### src/sv/rar_pkg.sv
// Shared types and constants for the rational arithmetic reduction unit.
package rar_pkg;

  // Operation select carried with each input beat.
  typedef logic [1:0] mode_t;

  localparam mode_t MODE_ADD = 2'd0;
  localparam mode_t MODE_SUB = 2'd1;
  localparam mode_t MODE_MUL = 2'd2;
  localparam mode_t MODE_DIV = 2'd3;

  // Result field widths.
  localparam int RES_NUM_W = 64;
  localparam int RES_DEN_W = 63;

  // Operation of the shared adder/subtractor.
  typedef enum logic {
    ALU_ADD,
    ALU_SUB
  } alu_op_t;

  // Which magnitude product the multiplier is forming.
  typedef enum logic [1:0] {
    PROD_NUM,
    PROD_CROSS,
    PROD_DEN
  } prod_t;

  // Sequencer states.
  typedef enum logic [3:0] {
    ST_IDLE,
    ST_LOAD,
    ST_MUL,
    ST_COMB,
    ST_COMB2,
    ST_CHECK,
    ST_TWO,
    ST_GCD,
    ST_DIVM,
    ST_DIVD,
    ST_NEG,
    ST_FIN
  } state_t;

endpackage

### src/sv/rar_addsub.sv
// Shared adder/subtractor used by the multiply, combine, gcd, divide and negate steps.
module rar_addsub #(
  parameter int WIDTH = 65
) (
  input  logic [WIDTH-1:0] op_a,
  input  logic [WIDTH-1:0] op_b,
  input  rar_pkg::alu_op_t op,
  output logic [WIDTH-1:0] sum
);

  // Subtraction is addition of the inverted operand with a carry in.
  logic [WIDTH-1:0] b_eff;
  logic             cin;

  always_comb begin
    if (op == rar_pkg::ALU_SUB) begin
      b_eff = ~op_b;
      cin   = 1'b1;
    end else begin
      b_eff = op_b;
      cin   = 1'b0;
    end
  end

  assign sum = op_a + b_eff + WIDTH'(cin);

endmodule

### src/sv/rational_arithmetic_reduce.sv
// Rational add/subtract/multiply/divide with gcd reduction, built around one shared adder.
// Steps: shift-add products (three for add and subtract, two for multiply and divide), each
// set up in a load step, then the combine, a binary gcd, two restoring divisions by the gcd
// and the sign of the numerator. A zero result skips the gcd and divisions, and error inputs
// go straight to the finish. Items do not overlap: a new beat is taken only in the idle state,
// after the last result has gone to the output register; the single shared adder does the
// arithmetic of every step.
// Reset: synchronous, active low; clears the sequencer and the output valid.
module rational_arithmetic_reduce #(
  parameter int OPERAND_WIDTH = 32
) (
  input  logic               clk,
  input  logic               rst_n,
  input  logic               in_valid,
  output logic               in_stall,
  input  logic [1:0]         in_mode,
  input  logic signed [31:0] in_a_num,
  input  logic signed [31:0] in_a_den,
  input  logic signed [31:0] in_b_num,
  input  logic signed [31:0] in_b_den,
  output logic               out_valid,
  input  logic               out_stall,
  output logic signed [63:0] out_res_num,
  output logic [62:0]        out_res_den,
  output logic               out_err_zero_den,
  output logic               out_overflow
);

  localparam int W  = OPERAND_WIDTH;
  localparam int MW = 2 * W;
  localparam int AW = MW + 1;
  localparam int CW = $clog2(MW);

  // Operand slices, signs and magnitudes of the incoming beat.
  logic [W-1:0] an_w, ad_w, bn_w, bd_w;
  logic [W-1:0] an_mag, ad_mag, bn_mag, bd_mag;
  logic         an_s, ad_s, bn_s, bd_s;
  logic         err_in;

  assign an_w = in_a_num[W-1:0];
  assign ad_w = in_a_den[W-1:0];
  assign bn_w = in_b_num[W-1:0];
  assign bd_w = in_b_den[W-1:0];
  assign an_s = an_w[W-1];
  assign ad_s = ad_w[W-1];
  assign bn_s = bn_w[W-1];
  assign bd_s = bd_w[W-1];
  assign an_mag = an_s ? (~an_w + W'(1)) : an_w;
  assign ad_mag = ad_s ? (~ad_w + W'(1)) : ad_w;
  assign bn_mag = bn_s ? (~bn_w + W'(1)) : bn_w;
  assign bd_mag = bd_s ? (~bd_w + W'(1)) : bd_w;
  assign err_in = (ad_w == '0) || (bd_w == '0)
               || ((rar_pkg::mode_t'(in_mode) == rar_pkg::MODE_DIV) && (bn_w == '0));

  // Control registers.
  rar_pkg::state_t state_r, state_nxt;
  logic            out_valid_r, out_valid_nxt;

  // Datapath registers.
  rar_pkg::mode_t  mode_r, mode_nxt;
  rar_pkg::prod_t  k_r, k_nxt;
  logic [W-1:0]    an_mag_r, an_mag_nxt, ad_mag_r, ad_mag_nxt;
  logic [W-1:0]    bn_mag_r, bn_mag_nxt, bd_mag_r, bd_mag_nxt;
  logic [W-1:0]    mcand_r, mcand_nxt;
  logic [MW-1:0]   p_r, p_nxt;
  logic [MW-1:0]   m_r, m_nxt, d_r, d_nxt, x_r, x_nxt, y_r, y_nxt;
  logic [MW-1:0]   q_r, q_nxt, rem_r, rem_nxt;
  logic [AW-1:0]   num_r, num_nxt;
  logic [CW-1:0]   cnt_r, cnt_nxt;
  logic            n1_r, n1_nxt, n2_r, n2_nxt, dneg_r, dneg_nxt, neg_r, neg_nxt;
  logic            err_r, err_nxt, zero_r, zero_nxt, ovf_r, ovf_nxt;
  logic [63:0]     res_num_r, res_num_nxt;
  logic [62:0]     res_den_r, res_den_nxt;
  logic            res_err_r, res_err_nxt, res_ovf_r, res_ovf_nxt;

  // Shared adder/subtractor.
  logic [AW-1:0]    alu_a, alu_b, alu_y;
  rar_pkg::alu_op_t alu_op;

  rar_addsub #(.WIDTH(AW)) u_alu (
    .op_a (alu_a),
    .op_b (alu_b),
    .op   (alu_op),
    .sum  (alu_y)
  );

  // Multiplier operand selection for the product being formed.
  logic [W-1:0] mcand_sel, mplr_sel;

  always_comb begin
    case (k_r)
      rar_pkg::PROD_NUM: begin
        mcand_sel = an_mag_r;
        mplr_sel  = (mode_r == rar_pkg::MODE_MUL) ? bn_mag_r : bd_mag_r;
      end
      rar_pkg::PROD_CROSS: begin
        mcand_sel = bn_mag_r;
        mplr_sel  = ad_mag_r;
      end
      rar_pkg::PROD_DEN: begin
        mcand_sel = ad_mag_r;
        mplr_sel  = (mode_r == rar_pkg::MODE_DIV) ? bn_mag_r : bd_mag_r;
      end
      default: begin
        mcand_sel = '0;
        mplr_sel  = '0;
      end
    endcase
  end

  // Restoring division step: shift in the next dividend bit and try the divisor.
  logic [AW-1:0] rem_sh;
  logic [MW-1:0] q_shift;
  logic          div_fit;

  assign rem_sh  = {rem_r, q_r[MW-1]};
  assign div_fit = ~alu_y[AW-1];
  assign q_shift = {q_r[MW-2:0], div_fit};

  // Overflow test of the unreduced numerator against the signed 64-bit range.
  logic [MW+63:0] m_ext;
  logic           m_hi_nz, ovf_calc;

  assign m_ext    = {64'b0, m_r};
  assign m_hi_nz  = |m_ext[MW+63:64];
  assign ovf_calc = m_hi_nz | (m_ext[63] & (~neg_r | (|m_ext[62:0])));

  // Result field extension.
  logic [AW+63:0] num_ext;
  logic [MW+62:0] den_ext;

  assign num_ext = {{64{num_r[AW-1]}}, num_r};
  assign den_ext = {63'b0, d_r};

  logic out_free;
  assign out_free = ~out_valid_r | ~out_stall;

  // Next-state logic of the sequencer.
  always_comb begin
    state_nxt = state_r;
    case (state_r)
      rar_pkg::ST_IDLE: begin
        if (in_valid) begin
          state_nxt = err_in ? rar_pkg::ST_FIN : rar_pkg::ST_LOAD;
        end
      end
      rar_pkg::ST_LOAD: begin
        state_nxt = rar_pkg::ST_MUL;
      end
      rar_pkg::ST_MUL: begin
        if (cnt_r == '0) begin
          state_nxt = (k_r == rar_pkg::PROD_DEN) ? rar_pkg::ST_COMB : rar_pkg::ST_LOAD;
        end
      end
      rar_pkg::ST_COMB: begin
        if ((mode_r == rar_pkg::MODE_ADD || mode_r == rar_pkg::MODE_SUB)
            && (n1_r != n2_r) && alu_y[AW-1]) begin
          state_nxt = rar_pkg::ST_COMB2;
        end else begin
          state_nxt = rar_pkg::ST_CHECK;
        end
      end
      rar_pkg::ST_COMB2: begin
        state_nxt = rar_pkg::ST_CHECK;
      end
      rar_pkg::ST_CHECK: begin
        state_nxt = (m_r == '0) ? rar_pkg::ST_FIN : rar_pkg::ST_TWO;
      end
      rar_pkg::ST_TWO: begin
        if (x_r[0] | y_r[0]) begin
          state_nxt = rar_pkg::ST_GCD;
        end
      end
      rar_pkg::ST_GCD: begin
        if (y_r == '0) begin
          state_nxt = rar_pkg::ST_DIVM;
        end
      end
      rar_pkg::ST_DIVM: begin
        if (cnt_r == '0) begin
          state_nxt = rar_pkg::ST_DIVD;
        end
      end
      rar_pkg::ST_DIVD: begin
        if (cnt_r == '0) begin
          state_nxt = rar_pkg::ST_NEG;
        end
      end
      rar_pkg::ST_NEG: begin
        state_nxt = rar_pkg::ST_FIN;
      end
      rar_pkg::ST_FIN: begin
        if (out_free) begin
          state_nxt = rar_pkg::ST_IDLE;
        end
      end
      default: begin
        state_nxt = rar_pkg::ST_IDLE;
      end
    endcase
  end

  // Datapath and output control for each state.
  always_comb begin
    mode_nxt      = mode_r;
    k_nxt         = k_r;
    an_mag_nxt    = an_mag_r;
    ad_mag_nxt    = ad_mag_r;
    bn_mag_nxt    = bn_mag_r;
    bd_mag_nxt    = bd_mag_r;
    mcand_nxt     = mcand_r;
    p_nxt         = p_r;
    m_nxt         = m_r;
    d_nxt         = d_r;
    x_nxt         = x_r;
    y_nxt         = y_r;
    q_nxt         = q_r;
    rem_nxt       = rem_r;
    num_nxt       = num_r;
    cnt_nxt       = cnt_r;
    n1_nxt        = n1_r;
    n2_nxt        = n2_r;
    dneg_nxt      = dneg_r;
    neg_nxt       = neg_r;
    err_nxt       = err_r;
    zero_nxt      = zero_r;
    ovf_nxt       = ovf_r;
    res_num_nxt   = res_num_r;
    res_den_nxt   = res_den_r;
    res_err_nxt   = res_err_r;
    res_ovf_nxt   = res_ovf_r;
    out_valid_nxt = out_valid_r & out_stall;
    alu_a         = '0;
    alu_b         = '0;
    alu_op        = rar_pkg::ALU_ADD;

    case (state_r)
      // Capture magnitudes and signs of the new beat.
      rar_pkg::ST_IDLE: begin
        if (in_valid) begin
          mode_nxt   = rar_pkg::mode_t'(in_mode);
          an_mag_nxt = an_mag;
          ad_mag_nxt = ad_mag;
          bn_mag_nxt = bn_mag;
          bd_mag_nxt = bd_mag;
          n1_nxt     = an_s ^ ((rar_pkg::mode_t'(in_mode) == rar_pkg::MODE_MUL) ? bn_s : bd_s);
          n2_nxt     = bn_s ^ ad_s ^ (rar_pkg::mode_t'(in_mode) == rar_pkg::MODE_SUB);
          dneg_nxt   = ad_s ^ ((rar_pkg::mode_t'(in_mode) == rar_pkg::MODE_DIV) ? bn_s : bd_s);
          err_nxt    = err_in;
          zero_nxt   = 1'b0;
          k_nxt      = rar_pkg::PROD_NUM;
        end
      end
      // Set up one shift-add multiplication.
      rar_pkg::ST_LOAD: begin
        p_nxt     = {{W{1'b0}}, mplr_sel};
        mcand_nxt = mcand_sel;
        cnt_nxt   = CW'(W - 1);
      end
      // One multiplier bit: conditional add into the upper half, then shift right.
      rar_pkg::ST_MUL: begin
        alu_a = AW'(p_r[MW-1:W]);
        alu_b = p_r[0] ? AW'(mcand_r) : '0;
        p_nxt = {alu_y[W:0], p_r[W-1:1]};
        if (cnt_r == '0) begin
          case (k_r)
            rar_pkg::PROD_NUM: begin
              m_nxt = p_nxt;
              k_nxt = (mode_r == rar_pkg::MODE_ADD || mode_r == rar_pkg::MODE_SUB)
                    ? rar_pkg::PROD_CROSS : rar_pkg::PROD_DEN;
            end
            rar_pkg::PROD_CROSS: begin
              x_nxt = p_nxt;
              k_nxt = rar_pkg::PROD_DEN;
            end
            rar_pkg::PROD_DEN: begin
              d_nxt = p_nxt;
            end
            default: begin
              d_nxt = p_nxt;
            end
          endcase
        end else begin
          cnt_nxt = cnt_r - CW'(1);
        end
      end
      // Combine the two cross products by their signs (add and subtract), or just fix the result sign.
      rar_pkg::ST_COMB: begin
        alu_a = AW'(m_r);
        alu_b = AW'(x_r);
        if (mode_r == rar_pkg::MODE_ADD || mode_r == rar_pkg::MODE_SUB) begin
          alu_op = (n1_r == n2_r) ? rar_pkg::ALU_ADD : rar_pkg::ALU_SUB;
          if ((n1_r == n2_r) || !alu_y[AW-1]) begin
            m_nxt   = alu_y[MW-1:0];
            neg_nxt = n1_r ^ dneg_r;
          end
        end else begin
          neg_nxt = n1_r ^ dneg_r;
        end
      end
      // Second cross product was the larger one.
      rar_pkg::ST_COMB2: begin
        alu_a   = AW'(x_r);
        alu_b   = AW'(m_r);
        alu_op  = rar_pkg::ALU_SUB;
        m_nxt   = alu_y[MW-1:0];
        neg_nxt = n2_r ^ dneg_r;
      end
      // Zero result, or start the gcd on copies of numerator and denominator.
      rar_pkg::ST_CHECK: begin
        if (m_r == '0) begin
          zero_nxt = 1'b1;
        end else begin
          ovf_nxt = ovf_calc;
          x_nxt   = m_r;
          y_nxt   = d_r;
        end
      end
      // Remove common factors of two from the gcd pair and from the result.
      rar_pkg::ST_TWO: begin
        if (!x_r[0] && !y_r[0]) begin
          x_nxt = x_r >> 1;
          y_nxt = y_r >> 1;
          m_nxt = m_r >> 1;
          d_nxt = d_r >> 1;
        end
      end
      // Binary gcd step; x ends as the odd part of the gcd.
      rar_pkg::ST_GCD: begin
        alu_a  = AW'(y_r);
        alu_b  = AW'(x_r);
        alu_op = rar_pkg::ALU_SUB;
        if (y_r == '0) begin
          q_nxt   = m_r;
          rem_nxt = '0;
          cnt_nxt = CW'(MW - 1);
        end else if (!x_r[0]) begin
          x_nxt = x_r >> 1;
        end else if (!y_r[0]) begin
          y_nxt = y_r >> 1;
        end else if (alu_y[AW-1]) begin
          x_nxt = y_r;
          y_nxt = x_r;
        end else begin
          y_nxt = alu_y[MW-1:0];
        end
      end
      // Exact division of the numerator by the gcd.
      rar_pkg::ST_DIVM: begin
        alu_a   = rem_sh;
        alu_b   = AW'(x_r);
        alu_op  = rar_pkg::ALU_SUB;
        rem_nxt = div_fit ? alu_y[MW-1:0] : rem_sh[MW-1:0];
        q_nxt   = q_shift;
        if (cnt_r == '0) begin
          m_nxt   = q_shift;
          q_nxt   = d_r;
          rem_nxt = '0;
          cnt_nxt = CW'(MW - 1);
        end else begin
          cnt_nxt = cnt_r - CW'(1);
        end
      end
      // Exact division of the denominator by the gcd.
      rar_pkg::ST_DIVD: begin
        alu_a   = rem_sh;
        alu_b   = AW'(x_r);
        alu_op  = rar_pkg::ALU_SUB;
        rem_nxt = div_fit ? alu_y[MW-1:0] : rem_sh[MW-1:0];
        q_nxt   = q_shift;
        if (cnt_r == '0) begin
          d_nxt = q_shift;
        end else begin
          cnt_nxt = cnt_r - CW'(1);
        end
      end
      // Apply the sign to the reduced numerator.
      rar_pkg::ST_NEG: begin
        alu_a   = '0;
        alu_b   = AW'(m_r);
        alu_op  = neg_r ? rar_pkg::ALU_SUB : rar_pkg::ALU_ADD;
        num_nxt = alu_y;
      end
      // Hand the result to the output register once it is free.
      rar_pkg::ST_FIN: begin
        if (out_free) begin
          out_valid_nxt = 1'b1;
          if (err_r) begin
            res_num_nxt = '0;
            res_den_nxt = '0;
            res_err_nxt = 1'b1;
            res_ovf_nxt = 1'b0;
          end else if (zero_r) begin
            res_num_nxt = '0;
            res_den_nxt = 63'd1;
            res_err_nxt = 1'b0;
            res_ovf_nxt = 1'b0;
          end else begin
            res_num_nxt = num_ext[63:0];
            res_den_nxt = den_ext[62:0];
            res_err_nxt = 1'b0;
            res_ovf_nxt = ovf_r;
          end
        end
      end
      default: begin
        out_valid_nxt = out_valid_r & out_stall;
      end
    endcase
  end

  // Control registers.
  always_ff @(posedge clk) begin
    if (!rst_n) begin
      state_r     <= rar_pkg::ST_IDLE;
      out_valid_r <= 1'b0;
    end else begin
      state_r     <= state_nxt;
      out_valid_r <= out_valid_nxt;
    end
  end

  // Datapath and result registers.
  always_ff @(posedge clk) begin
    mode_r    <= mode_nxt;
    k_r       <= k_nxt;
    an_mag_r  <= an_mag_nxt;
    ad_mag_r  <= ad_mag_nxt;
    bn_mag_r  <= bn_mag_nxt;
    bd_mag_r  <= bd_mag_nxt;
    mcand_r   <= mcand_nxt;
    p_r       <= p_nxt;
    m_r       <= m_nxt;
    d_r       <= d_nxt;
    x_r       <= x_nxt;
    y_r       <= y_nxt;
    q_r       <= q_nxt;
    rem_r     <= rem_nxt;
    num_r     <= num_nxt;
    cnt_r     <= cnt_nxt;
    n1_r      <= n1_nxt;
    n2_r      <= n2_nxt;
    dneg_r    <= dneg_nxt;
    neg_r     <= neg_nxt;
    err_r     <= err_nxt;
    zero_r    <= zero_nxt;
    ovf_r     <= ovf_nxt;
    res_num_r <= res_num_nxt;
    res_den_r <= res_den_nxt;
    res_err_r <= res_err_nxt;
    res_ovf_r <= res_ovf_nxt;
  end

  assign in_stall         = (state_r != rar_pkg::ST_IDLE);
  assign out_valid        = out_valid_r;
  assign out_res_num      = res_num_r;
  assign out_res_den      = res_den_r;
  assign out_err_zero_den = res_err_r;
  assign out_overflow     = res_ovf_r;

  // An error beat carries an all-zero fraction and no overflow.
  a_err_result: assert property (@(posedge clk) disable iff (!rst_n)
    out_valid && out_err_zero_den |-> out_res_num == '0 && out_res_den == '0 && !out_overflow)
    else $error("error beat carries a nonzero result");

  // A good result always has a nonzero denominator.
  a_den_nonzero: assert property (@(posedge clk) disable iff (!rst_n)
    out_valid && !out_err_zero_den |-> out_res_den != '0)
    else $error("result denominator is zero");

  // During the binary gcd at least one operand stays odd.
  a_gcd_odd: assert property (@(posedge clk) disable iff (!rst_n)
    state_r == rar_pkg::ST_GCD |-> (x_r[0] || y_r[0]))
    else $error("gcd operands both even");

  // A finished item reaches the output register when it is free.
  a_fin_delivers: assert property (@(posedge clk) disable iff (!rst_n)
    state_r == rar_pkg::ST_FIN && !out_valid_r |=> out_valid_r)
    else $error("finished item not delivered");

endmodule

### config.mk
export PLATFORM = sky130hd
export DESIGN_NAME = rational_arithmetic_reduce
export DESIGN_NICKNAME = d
export VERILOG_FILES = /design/src/sv/rar_pkg.sv /design/src/sv/rar_addsub.sv /design/src/sv/rational_arithmetic_reduce.sv
export SDC_FILE = /design/constraint.sdc
export NUM_CORES = 2
export LEC_CHECK = 0
export BUFFER_PORTS_ARGS = -buffer_cell sky130_fd_sc_hd__buf_2
export CELL_PAD_IN_SITES_DETAIL_PLACEMENT = 0
export CELL_PAD_IN_SITES_GLOBAL_PLACEMENT = 1
export CORE_ASPECT_RATIO = 0.9
export CORE_MARGIN = 10
export CORE_UTILIZATION = 35
export DETAILED_ROUTE_END_ITERATION = 8
export MAX_ROUTING_LAYER = met4
export PLACE_DENSITY_LB_ADDON = 0.05
export SLEW_MARGIN = 40
export SYNTH_ARGS = -nofsm -noshare
export SYNTH_HDL_FRONTEND = slang
export SYNTH_SLANG_ARGS = --single-unit
export TNS_END_PERCENT = 5
### constraint.sdc
create_clock -name clk -period 9.5 [get_ports clk]
set_input_delay 0.475 -clock clk [delete_from_list [all_inputs] [get_ports clk]]
set_output_delay 0.475 -clock clk [all_outputs]
set_load 0.005 [all_outputs]
==> results.json <==
{
  "status": "complete, but fails checks",
  "failed_checks": "design-rule violations",
  "synth.largest_area_cell": "edfxtp_1",
  "place.gp.congestion": 0.947,
  "initial_core_util": 0.353,
  "syn_area_mm2": 0.0458,
  "layout_commonest_cell": "edfxtp_1",
  "final_area_mm2": 0.0527,
  "setup-tns-final_ps": 0,
  "cp_cell_sequence": "nor4b_4 -> buf_4 -> a2111o_2 -> buf_4 -> xnor2_1 -> ha_1 -> nand4_1 -> nor3_1 -> and3_1 -> nor3b_1 -> or3_4 -> a21oi_2 -> o31ai_1 -> a211oi_2 -> xor2_1 -> o21ai_0",
  "grt_pass1_wl_um": 291000,
  "avgSynthCellArea_um2": 10.9,
  "cts_tree": "yes",
  "finalHoldViolCount": 0,
  "peakVddDrop_mv": 0.248,
  "antenna_found_initial": 21,
  "portBuffers": 264,
  "power.share.clock": 0.160,
  "vias_per_cell": 6.20,
  "crit_arrival_ps": 7320,
  "period_share": 0.726,
  "power.leakage_nw": 19.0,
  "grt_pass1_vias": 36500,
  "multi_input_area_mm2": 0.0198,
  "fin_nets": 4568,
  "wl_per_cell_um": 33.3,
  "crit_fanout": 28,
  "cp_slowest_cell": "o31ai_1",
  "tightest_slew_ps": 942,
  "synth_area_leaders": "edfxtp_1 (54%), a22oi_1 (4.1%), xnor2_1 (4.1%), nand2_1 (4.0%), a222oi_1 (4.0%)",
  "r2r_slack_ps": 2600,
  "dpl_cell_area_mm2": 0.0494,
  "p_sw_frac": 0.504,
  "grt_max_degree": 117,
  "power.switching_mw": 11.9,
  "fin_crit_ps": 6900,
  "grt_setup_unrepaired": "false",
  "io_pins": 265,
  "synthCells": 4199,
  "die-area_mm2": 0.146,
  "yosys_most_used_dff": "edfxtp_1",
  "start_kind": "register",
  "nFillCells": 12700,
  "cts_max_level": 3,
  "cts-buffers-inserted": 97,
  "area_growth_pct": 15.2,
  "syn_nets": 4402,
  "maxCapViolCount": 0,
  "synthArstFlopShare": 0,
  "synth_cell_types": 99,
  "clk_latency_ps": 740,
  "core_region_area_mm2": 0.129,
  "drt-total-wl_um": 205000,
  "path_buf_inv": 2,
  "hp-class": "primary input to register",
  "final_layout_size_suffix_gt1_frac": 0.142,
  "seq_area_frac_synth": 0.539,
  "synth-seq-cells": 823,
  "synth_top_area_frac": 0.537,
  "finalSetupViolCount": 0,
  "p_int_mw": 11.7,
  "cp_data_required_time_ps": 9930,
  "die_w_um": 401,
  "cts_sinks": 823,
  "die-height_um": 363,
  "clock_path_buffers": 3,
  "grt_util_all_layers": 0.280,
  "clkTransAtPathRegs_ps": 60,
  "crit_top_cell": "buf_4",
  "worstSetupPathType": "register to register",
  "fmax_mhz": 145,
  "grt_overflow": 0,
  "p_per_area_mw_per_mm2": 449,
  "max_slew_margin": 0.369,
  "ys_warn_count": 0,
  "crit_path_end_kind": "register",
  "final_cell_mix": "edfxtp_1 (818), nand2_1 (484), a21oi_1 (280)",
  "ff_latch_area_mm2": 0.0247,
  "ant_nets": 0,
  "power_frac_seq": 0.287,
  "drt_iter0_markers": 6310,
  "crit_path_max_incr_delay_ps": 750,
  "drc": 8,
  "fin_skew_ps": 62.6,
  "dp_hpwl_um": 148000,
  "rows": 125,
  "dr.pass1.iters": 9,
  "synth_edf_count": 818,
  "pwr-share-comb": 0.553,
  "root_buffer": "clkbuf_16",
  "crit_family": "simple AND/OR/NAND/NOR gates",
  "drv_slew": 0,
  "vias": 38200
}
-- repair_timing --
item / 4_1_cts / 5_1_grt
hold buffers: 6 / 0
buffers inserted: 0 / 0
gates resized for setup: 0 / 0
endpoints found under the hold margin: 6 / 0
-- through the flow --
stage | hold slack (ps) | total power, mW | utilization | cells | worst slack [ps]
6_report | 40.9 | 23.7 | 0.407 | 6162 | 2600
4_1_cts | 0.758 | 23.3 | 0.406 | 6150 | 2470
5_1_grt | 26.7 | 24.6 | 0.407 | 6154 | 2440
2_1_floorplan | 452 | 13.4 | - | 4199 | 110
3_5_place_dp | 503 | 19.5 | 0.382 | 5971 | 2530
3_3_place_gp | 500 | 19.4 | 0.379 | 5962 | 2240
-- Yosys cell counts, drive strengths merged, types with 136 or more instances --
master,n
inv,136
and2,149
clkbuf,252
a222oi,182
nor2,213
a22oi,251
xnor2,214
a21oi,287
nand2,489
o21ai,246
edfxtp,818
mux2i,143
-- worst reg2reg max path, delay by kind of cell (launching register included) --
family                     cells  cell delay [ps]
DFF                            1              670
xor gates and xnor gates       2              810
AOI/OAI and AO/OA              5             1760
buffers and inverters          2              890
and+or+nand+nor                6             1990
adders and majority gates      1              460
-- layout make-up --
type / count / share of cell area
repair buffers: 384 / 0.0461
clock inverters: 53 / 0.0108
diodes: 9 / 0.000427
inverters: 136 / 0.00969
multi-input cells: 2923 / 0.376
flip-flops and latches: 823 / 0.468
well taps: 1714 / 0.0407
clock buffers: 120 / 0.0485
-- power by group through the flow --
stage               sequential (mW)  combinational [mW]  clock (mW)
finish                         6.79                13.1        3.78
global route                   6.83                13.8        4.00
CTS                            6.74                12.7        3.85
detailed placement             6.81                12.7           0
global placement               6.84                12.5           0
floorplan                      6.34                7.04           0
-- registers in the layout, indices dropped and copies added (netlist names), 32 cells and up --
| name | cells |
|---|---|
| bn_mag_r | 32 |
| q_r | 64 |
| d_r | 64 |
| m_r | 64 |
| bd_mag_r | 32 |
| p_r | 64 |
| x_r | 64 |
| y_r | 64 |
| an_mag_r | 32 |
| out_res_num | 64 |
| mcand_r | 32 |
| rem_r | 64 |
| out_res_den | 63 |
| num_r | 64 |
| ad_mag_r | 32 |
-- final timing paths --
check	cells after the start	start	endpoint
worst max-delay path	16	state_r[2]$_SDFFE_PN0P_	rem_r[63]$_DFFE_PP_
worst min register to register	1	num_r[4]$_DFFE_PP_	out_res_num[4]$_SDFFCE_PP0P_
worst max register to register	16	state_r[2]$_SDFFE_PN0P_	rem_r[63]$_DFFE_PP_
worst min-delay path	3	rst_n	state_r[1]$_SDFFE_PN0P_
-- layer usage --
metal	track usage	wire [um]	vias up
met2	0.371	81000	2187
met1	0.406	94200	19200
li1	-	-	16600
met4	0.0809	6740	0
met3	0.0815	23400	286
met5	-	0	-
-- kinds of logic after synthesis --
logic type | Yosys count | synth area share
AO/OA/AOI/OAI | 1317 | 0.204
XOR/XNOR | 243 | 0.0470
adder cells (fa/ha/maj) | 69 | 0.0190
buffers and inverters | 453 | 0.0385
flip-flops | 823 | 0.539
multiplexers | 146 | 0.0320
AND/OR/NAND/NOR | 1148 | 0.120
No activity file was read; power rests on OpenSTA's default activity.
